[src/rtl/core/mlp_pkg.sv]
package mlp_pkg;

    // Wide working width for exact products and sums before rounding.
    localparam int WIDE_W = 48;

    typedef logic signed [WIDE_W-1:0] wide_t;

    // Sequencer phases of one training step.
    typedef enum logic [3:0] {
        ST_IDLE,
        ST_HMUL,
        ST_HSUM,
        ST_HSIG,
        ST_OMUL,
        ST_OSUM,
        ST_OSIG,
        ST_DERIV,
        ST_ERR,
        ST_RES,
        ST_UPDO,
        ST_EW,
        ST_HMULU,
        ST_HUPD
    } state_t;

    // Control that the sequencer hands to the lanes and the merging stage.
    typedef struct packed {
        logic        load_en;
        logic [3:0]  load_idx;
        state_t      phase;
    } ctl_t;

    // Clamp to the signed 16-bit range.
    function automatic logic signed [15:0] sat16(input wide_t v);
        logic signed [15:0] r;
        if (v > wide_t'(32767))
            r = 16'sh7FFF;
        else if (v < -wide_t'(32768))
            r = 16'sh8000;
        else
            r = v[15:0];
        return r;
    endfunction

    // Add one half and take the floor at the binary point.
    function automatic wide_t rnd(input wide_t p, input int frac);
        wide_t h;
        h = wide_t'(1) <<< (frac - 1);
        return (p + h) >>> frac;
    endfunction

    // Piecewise linear sigmoid; the slope terms are truncated.
    function automatic logic [16:0] sigm(input logic signed [15:0] x, input int frac);
        logic [16:0] a;
        int          ai;
        int          one;
        int          y;
        a   = x[15] ? 17'(-$signed({x[15], x})) : {1'b0, x};
        ai  = int'(a);
        one = 1 << frac;
        if (ai >= 5 * one)
            y = one;
        else if (ai >= ((19 * one) >>> 3))
            y = (ai >>> 5) + ((27 * one) >>> 5);
        else if (ai >= one)
            y = (ai >>> 3) + ((5 * one) >>> 3);
        else
            y = (ai >>> 2) + (one >>> 1);
        if (x[15])
            y = one - y;
        return 17'(y);
    endfunction

endpackage

[src/rtl/core/mlp_merge.sv]
module mlp_merge #(
    parameter int NEURON_COUNT  = 2,
    parameter int FRACTION_BITS = 12
) (
    input  logic                     clk,
    input  logic                     rst_n,
    input  mlp_pkg::ctl_t            ctl,
    input  logic signed [15:0]       weight_value,
    input  logic [12:0]              target,
    input  logic signed [NEURON_COUNT-1:0][FRACTION_BITS+17:0] q,
    output logic [FRACTION_BITS:0]   y,
    output logic signed [15:0]       err
);

    localparam int STRIDE = NEURON_COUNT + 1;
    localparam int ONE    = 1 << FRACTION_BITS;

    logic signed [15:0]     bo_reg, bo_next;
    logic signed [15:0]     s_reg, s_next;
    logic [FRACTION_BITS:0] y_reg, y_next;
    logic [FRACTION_BITS:0] d_reg, d_next;
    logic signed [15:0]     err_reg, err_next;
    logic [16:0]            sg;
    mlp_pkg::wide_t         acc;
    mlp_pkg::wide_t         yw;

    assign y   = y_reg;
    assign err = err_reg;

    // Output neuron: bias load, sum of the lane products, sigmoid, derivative, error and bias update.
    always_comb
    begin
        bo_next  = bo_reg;
        s_next   = s_reg;
        y_next   = y_reg;
        d_next   = d_reg;
        err_next = err_reg;
        sg       = mlp_pkg::sigm(s_reg, FRACTION_BITS);
        yw       = mlp_pkg::wide_t'($signed({1'b0, y_reg}));
        acc      = mlp_pkg::wide_t'(bo_reg) <<< FRACTION_BITS;
        for (int i = 0; i < NEURON_COUNT; i++)
            acc = acc + mlp_pkg::wide_t'($signed(q[i]));
        if (ctl.load_en && ({4'b0000, ctl.load_idx} == 8'(NEURON_COUNT * STRIDE + NEURON_COUNT)))
            bo_next = weight_value;
        case (ctl.phase)
            mlp_pkg::ST_OSUM:
                s_next = mlp_pkg::sat16(mlp_pkg::rnd(acc, FRACTION_BITS));
            mlp_pkg::ST_OSIG:
                y_next = sg[FRACTION_BITS:0];
            mlp_pkg::ST_DERIV:
                d_next = (FRACTION_BITS+1)'(mlp_pkg::rnd(
                    yw * (mlp_pkg::wide_t'(ONE) - yw), FRACTION_BITS));
            mlp_pkg::ST_ERR:
                err_next = mlp_pkg::sat16(mlp_pkg::rnd(
                    mlp_pkg::wide_t'($signed({1'b0, d_reg}))
                    * (mlp_pkg::wide_t'({1'b0, target}) - yw), FRACTION_BITS));
            mlp_pkg::ST_UPDO:
                bo_next = mlp_pkg::sat16(mlp_pkg::wide_t'(bo_reg) + mlp_pkg::wide_t'(err_reg));
            default:
            begin
            end
        endcase
    end

    // Output bias resets to zero until loaded.
    always_ff @(posedge clk or negedge rst_n)
    begin
        if (!rst_n)
            bo_reg <= '0;
        else
            bo_reg <= bo_next;
    end

    always_ff @(posedge clk)
    begin
        s_reg   <= s_next;
        y_reg   <= y_next;
        d_reg   <= d_next;
        err_reg <= err_next;
    end

endmodule

[config.mk]
export PLATFORM = sky130hd
export DESIGN_NAME = mlp_merge
export DESIGN_NICKNAME = d
export VERILOG_FILES = /design/src/rtl/core/mlp_pkg.sv /design/src/rtl/core/mlp_merge.sv
export SDC_FILE = /design/constraint.sdc
export NUM_CORES = 1
export LEC_CHECK = 0
export ABC_AREA = 1
export BUFFER_PORTS_ARGS = -buffer_cell sky130_fd_sc_hd__buf_4
export CAP_MARGIN = 20
export CELL_PAD_IN_SITES_DETAIL_PLACEMENT = 1
export CELL_PAD_IN_SITES_GLOBAL_PLACEMENT = 1
export CORE_ASPECT_RATIO = 2
export CORE_MARGIN = 3
export CORE_UTILIZATION = 48
export DETAILED_ROUTE_END_ITERATION = 7
export GPL_ROUTABILITY_DRIVEN = 0
export PLACE_DENSITY = 0.93
export SETUP_SLACK_MARGIN = 0.3
export SLEW_MARGIN = 0
export SYNTH_ARGS = -nofsm -noshare
export SYNTH_HDL_FRONTEND = slang
export SYNTH_SLANG_ARGS = --single-unit
export TNS_END_PERCENT = 1
[constraint.sdc]
create_clock -name clk -period 8.4 [get_ports clk]
set_clock_uncertainty 0.2 [all_clocks]
set_input_delay 0 -clock clk [delete_from_list [all_inputs] [get_ports clk]]
set_output_delay 0 -clock clk [all_outputs]
set_load 0.05 [all_outputs]
==> results.toml, run 1 <==
[synth]
yosys.area.top_type_share_pct = 28.15
ys_ff_latch = 74
yosysWarningCount = 0
synth_flop_cell = "edfxtp_1"
synth_nets = 3193
synth_area_leaders = "fa_1 28%, ha_1 18%, nand2_1 10%"
syn_inst = 2531
yosysTopAreaCell = "fa_1"
synth_async_sr_flop_share_pct = 21.62
ys_seq_area_share_pct = 10.76
syn_area_per_cell_sq_um = 7.867
yosys.cell_count.top_type = "nand2_1"
ys_types = 56
synth_edf_count = 58
synthesis.area_sq_mm = 0.01991
netlist_top_cells_count = "544 x nand2_1, 502 x inv_1, 282 x ha_1"

[placement]
place.detailed.hpwl_microns = 66980
dpl_cell_area_sq_mm = 0.02164
port-buffer-count = 128
dp.cells = 3188
dpl_worst_slack_ns = -0.2046

[grt]
grt_max_degree = 37
grt_overflow_total = 12
grt_usage_pct = 49.48

[die]
chipHeight_microns = 294.0
num_rows = 104
initial_core_util_pct = 49.04
dieWidth_microns = 150.0
io_pins = 129

[cts]
cts_root_buffer = "clkbuf_16"
cts_num_sinks = 74
cts_buffer_depth = 2
cts_buffers = 9
ctsHtreeMaxLevel = 3

[status]
lastStage = "global routing"
status = "stopped before the end"
tool.error = "[ERROR GRT-0232] Routing congestion too high. Check the congestion heatmap in the GUI."

[timing]
worstEndpointGrtRepair = "err[4]$_SDFFCE_PN1N_/D"
worst-ep-kind = "register data pin"
[per-layer routing]
layer | global-route usage (%) | GRT overflow
met5 | 1.136 | 0
met4 | 57.94 | 6
met3 | 22.85 | 0
met2 | 76.29 | 6
met1 | 42.90 | 0
[repair_timing]
action,CTS
endpoints found under the hold margin,66
hold buffers,23
setup buffers,4
pin swaps,10
endpoints found under the setup margin,20
resized for setup,26
gates cloned,2
[stage by stage]
| stage | hold WS (ns) | util, % |
|---|---|---|
| floorplan | -0.4956 | - |
| global placement | -0.3302 | 53.27 |
| detailed placement | -0.3270 | 53.30 |
| CTS | 0.04830 | 55.00 |
[logic make-up after synthesis]
kind of cell | count (synthesis) | synth area share [%]
and+or+nand+nor | 989 | 21.44
AOI/OAI and AO/OA | 259 | 7.309
xor gates and xnor gates | 78 | 3.431
DFF | 74 | 10.76
buffers and inverters | 569 | 11.19
adders and majority gates | 562 | 45.87
==> run 2, diff against run 1 <==
CELL_PAD_IN_SITES_DETAIL_PLACEMENT = default   (was 1)
CELL_PAD_IN_SITES_GLOBAL_PLACEMENT = default   (was 1)
CORE_ASPECT_RATIO = default   (was 2)
CORE_UTILIZATION = 40   (was 48)
PLACE_DENSITY = default   (was 0.93)
PLACE_DENSITY_LB_ADDON = 0.15   (was default)
SETUP_SLACK_MARGIN = default   (was 0.3)
==> results.toml, run 2 <==
[timing]
relSlewSlack_pct = 47.06
setup_viol = 0
hold_viol = 3
min_period_ns = 7.960
worst_pin_slew_ns = 0.7912
timing.fmax_ghz = 0.1256
fin_crit_sh_pct = 94.76
tns_ns = 0
hold_ws_ns = -0.01571
drv_slew = 0

[grt]
grt_overflow_total = 0
antenna_found_initial = 0
grtUsageMet2_pct = 38.49
grt_usage_pct = 21.58
grt_pass1_vias = 17420
grt.busiest_layer = "met2"
grt_max_degree = 37
grt_util_met3_pct = 2.376
use_met1_pct = 28.38
grt_pass1_wl_microns = 91490

[route]
ant_nets = 0
vias = 16810
viasPerCell = 5.001
firstDrtPassIters = 5
drt_iter0_drc = 855
wl_microns = 55440
drc = 0
wl_per_cell_microns = 16.49

[die]
initial_core_util_pct = 40.59
chipHeight_microns = 229.1
num_rows = 81
die-area_sq_mm = 0.05249
dieWidth_microns = 229.1
core-area_sq_mm = 0.04905
io_pins = 129

[synth]
syn_inst = 2531
netlist_top_cells_count = "544 x nand2_1, 502 x inv_1, 282 x ha_1"
yosys.area.top_type_share_pct = 28.15
ys_ff_latch = 74
synth_edf_count = 58
yosys.cell_count.top_type = "nand2_1"
yosysWarningCount = 0
synth_async_sr_flop_share_pct = 21.62
synthesis.area_sq_mm = 0.01991
ys_seq_area_share_pct = 10.76
synth_area_leaders = "fa_1 28%, ha_1 18%, nand2_1 10%"
syn_area_per_cell_sq_um = 7.867
yosysTopAreaCell = "fa_1"
synth_flop_cell = "edfxtp_1"
synth_nets = 3193
ys_types = 56

[worst_setup_path]
reg2reg_slack_ns = 0.44
critical_path_peak_fanout = 9
crit_end = "err[4]"
cp.arrival_ns = 7.87
startpoint_type = "flip-flop"
crit_slowest_cell = "fa_1"
critical_path_class = "reg2reg"
reg2reg_depth = 35
reg2reg_to = "err[4]"
critPathLaunch = "y[0]"
timing.rr.start = "y[0]"
cp.required_ns = 8.31
end_kind = "flip-flop"
slowest_delay_ns = 0.58
crit_path_frequent_cell = "inv_1"

[finish]
final_area_sq_mm = 0.02242
nets = 3355
synthToLayoutAreaGrowth_pct = 12.62
final_common_cell = "nand2_1"
drive_above_1_share_pct = 11.30
finalNonFillerCells = 3362
n_antenna_cell = 0
final_cell_mix = "542 x nand2_1, 501 x inv_1, 282 x ha_1"

[status]
status = "finished, violations left"
violations = "hold timing"

[cts]
cts_tree = "yes"
cts_num_sinks = 74
cts_root_buffer = "clkbuf_16"
ctsHtreeMaxLevel = 3
path_clk_slew_ns = 0.07
cts_buffer_depth = 2
cts_buffers = 9
clk_latency_ns = 0.35

[placement]
dpl_cell_area_sq_mm = 0.02178
port-buffer-count = 128
dp.cells = 3319
place.detailed.hpwl_microns = 47470

[job]
maxCapViolCount = 0

[min_path]
worstHoldPathType = "in2reg"
[run 2: layout make-up]
cell class / instances / area (sq um)
Inverter: 525 / 1978
Clock inverter: 1 / 8.758
Timing Repair Buffer: 193 / 1505
Clock buffer: 15 / 311.5
Tap cell: 664 / 830.8
Sequential cell: 74 / 2142
Fill cell: 4954 / 26630
Multi-Input combinational cell: 1890 / 15650
[run 2: kinds of logic after synthesis]
logic type / Yosys count / synth area share [%]
AOI/OAI and AO/OA: 259 / 7.309
xor gates and xnor gates: 78 / 3.431
adders and majority gates: 562 / 45.87
buffers and inverters: 569 / 11.19
DFF: 74 / 10.76
and+or+nand+nor: 989 / 21.44
[run 2: worst min-delay path by stage]
stage               startpoint    endpoint  slack (ns)  cells after the start
floorplan                rst_n   bo_reg[0]       -0.50                      0
global placement         rst_n  bo_reg[15]       -0.33                      1
detailed placement       rst_n  bo_reg[15]       -0.33                      1
CTS                     ctl[5]   bo_reg[1]        0.02                      4
global route            ctl[3]    s_reg[1]        0.01                      4
finish                  ctl[3]    s_reg[1]       -0.02                      4
[run 2: metal layers]
| metal | wire [microns] | up-vias |
|---|---|---|
| li1 | - | 8192 |
| met4 | 950 | 0 |
| met2 | 27720 | 387 |
| met1 | 24250 | 8177 |
| met3 | 2513 | 58 |
| met5 | 0 | - |
[run 2: critical path, delay by kind of cell, from the launching register on]
kind / cells / cell delay (ns)
AO/OA/AOI/OAI: 7 / 1.09
XOR/XNOR: 1 / 0.09
adder cells (fa/ha/maj): 9 / 3.71
buffers and inverters: 8 / 0.67
flip-flops: 1 / 0.41
AND/OR/NAND/NOR: 10 / 1.52
[run 2: repair_timing]
| action | 4_1_cts | 5_1_grt |
|---|---|---|
| hold endpoints to repair | 73 | 0 |
| endpoints found under the setup margin | 0 | 15 |
| setup buffers | 0 | 3 |
| hold buffers | 21 | 0 |
| gates resized for setup | 0 | 15 |
[run 2: stage by stage]
| stage | setup slack, ns | util [%] |
|---|---|---|
| floorplan | 0.3963 | - |
| global placement | 0.2528 | 44.40 |
| detailed placement | 0.1621 | 44.40 |
| CTS | 0.09909 | 45.49 |
| global route | -0.04179 | 45.71 |
| finish | 0.4405 | 45.71 |
Power of run 2 is not shown: default switching activity piles up to over one toggle a cycle in this logic, so the estimate is an artifact.
==> run 3, diff against run 2 <==
ABC_AREA = default   (was 1)
==> results.toml, run 3 <==
[status]
status = "finished, final reports clean"

[placement]
place.detailed.hpwl_microns = 41880
dpl_worst_slack_ns = -0.3791
port-buffer-count = 128

[finish]
drive_above_1_share_pct = 14.50
nFillCells = 4396
fin_util_pct = 47.71
final_common_cell = "inv_1"
nets = 2941
final_cell_mix = "363 x inv_1, 278 x fa_1, 277 x ha_1"
n_antenna_cell = 0
synthToLayoutAreaGrowth_pct = 16.43

[route]
firstDrtPassIters = 5
drt_iter0_drc = 788
ant_nets = 0
viasPerCell = 5.126
wl_microns = 49260
wl_per_cell_microns = 17.09
vias = 14780
drc = 0

[die]
core-area_sq_mm = 0.04597
die-area_sq_mm = 0.04973
io_pins = 129
chipHeight_microns = 223
dieWidth_microns = 223
num_rows = 78
initial_core_util_pct = 40.98

[grt]
grt_max_degree = 31
grt_pass1_vias = 15720
antenna_found_initial = 0
grt_usage_pct = 20.22
grt_overflow_total = 0
grt_pass1_wl_microns = 81100

[synth]
ys_types = 77
syn_area_per_cell_sq_um = 9.064
yosysWarningCount = 0
netlist_top_cells_count = "364 x inv_1, 282 x ha_1, 280 x fa_1"
synth_async_sr_flop_share_pct = 21.62
synth_edf_count = 58
syn_inst = 2078
synth_nets = 2740
yosys.cell_count.top_type = "inv_1"
synth_flop_cell = "edfxtp_1"
yosys.area.top_type_share_pct = 29.76
ys_ff_latch = 74
ys_seq_area_share_pct = 11.37
yosysTopAreaCell = "fa_1"
synth_area_leaders = "fa_1 30%, ha_1 19%, edfxtp_1 9.2%"
synthesis.area_sq_mm = 0.01884

[worst_setup_path]
cp.arrival_ns = 8.18
slowest_delay_ns = 0.55
crit_slowest_cell = "fa_1"
critical_path_class = "reg2reg"
cp.required_ns = 8.28
crit_path_frequent_cell = "fa_1"
startpoint_type = "flip-flop"
end_kind = "flip-flop"
critical_path_peak_fanout = 15

[cts]
path_clk_slew_ns = 0.06
cts_tree = "yes"
ctsHtreeMaxLevel = 3
cts_num_sinks = 74
cts_buffers = 9
clk_latency_ns = 0.35
cts_root_buffer = "clkbuf_16"
cts_buffer_depth = 2

[min_path]
worstHoldPathType = "in2reg"

[timing]
rsz0062_at_grt = "yes"
fin_ws_ns = 0.09942
hold_viol = 0
fin_crit_sh_pct = 98.82
worst_pin_slew_ns = 0.8627
timing.fmax_ghz = 0.1205
tns_ns = 0
setup_viol = 0
min_period_ns = 8.301
relSlewSlack_pct = 41.88
drv_slew = 0

[job]
maxCapViolCount = 0
[run 3: cell types whose count changed after synthesis, sizes merged, moves of 17 or more]
| cell | before | now |
|---|---|---|
| nand2 | 579 | 181 |
| inv | 514 | 365 |
| nor2 | 257 | 131 |
| nand2b | 0 | 88 |
| a21oi | 124 | 51 |
| and2 | 1 | 73 |
| nand3 | 87 | 19 |
| nor2b | 0 | 35 |
| a21o | 5 | 38 |
| clkbuf | 29 | 62 |
| xnor2 | 29 | 59 |
| xor2 | 49 | 30 |
| a22oi | 0 | 17 |
[run 3: cell type report]
cell class	instances	area, sq um	share of cell area (%)
clock buffers	10	229.0	1.044
multi-input cells	1561	15300	69.78
well taps	600	750.7	3.423
inverters	375	1409	6.424
repair buffers	258	2041	9.306
flip-flops and latches	74	2142	9.768
clock inverters	5	56.30	0.2567
[run 3: what timing repair did]
item | CTS | global route
pin swaps | 11 | 17
setup buffers | 8 | 4
setup endpoints to repair | 16 | 20
hold endpoints to repair | 48 | 0
hold buffers | 20 | 0
gates resized for setup | 10 | 27
[run 3: worst paths after layout]
check                      slack [ns]          to       start  depth (start not counted)
max                               0.1      err[6]        y[0]                         36
min                              0.02       y[12]      ctl[0]                          3
max reg2reg                       0.1      err[6]        y[0]                         36
min reg2reg                      0.41  bo_reg[12]  bo_reg[12]                          2
max in group asynchronous        6.87   bo_reg[1]       rst_n                          3
min in group asynchronous        0.62  bo_reg[13]       rst_n                          3
[run 3: kinds of logic after synthesis]
| kind of cell | count (synthesis) | share of synthesized area [%] |
|---|---|---|
| AND/OR/NAND/NOR | 621 | 16.55 |
| adder cells (fa/ha/maj) | 562 | 48.49 |
| buffers and inverters | 443 | 8.921 |
| AO/OA/AOI/OAI | 277 | 9.811 |
| XOR/XNOR | 89 | 4.178 |
| flip-flops | 74 | 11.37 |
| multiplexers | 12 | 0.6775 |
[run 3: metrics by stage]
| stage | hold WS (ns) | std cells | area, sq um |
|---|---|---|---|
| 3_3_place_gp | -0.3281 | 2835 | 21200 |
| 2_1_floorplan | -0.4956 | 2078 | 18980 |
| 6_report | 0.02120 | 2883 | 21930 |
| 3_5_place_dp | -0.3203 | 2836 | 21210 |
| 5_1_grt | 0.03250 | 2883 | 21930 |
| 4_1_cts | 0.01589 | 2879 | 21780 |
[run 3: metal layers]
| metal | vias to the layer above | global-route usage [%] | wire (microns) |
|---|---|---|---|
| met5 | - | 0 | 0 |
| met1 | 7316 | 26.73 | 21460 |
| li1 | 7092 | - | - |
| met2 | 308 | 35.85 | 24690 |
| met4 | 0 | 4.491 | 1107 |
| met3 | 62 | 2.039 | 1997 |
[run 3: critical path: cells and delay by family (launching register included)]
family	cells	cell delay (ns)
AOI/OAI and AO/OA	16	2.41
xor gates and xnor gates	1	0.28
adders and majority gates	9	3.71
buffers and inverters	5	0.47
DFF	1	0.41
and+or+nand+nor	5	0.56
Power of run 3 is left out for the same reason.
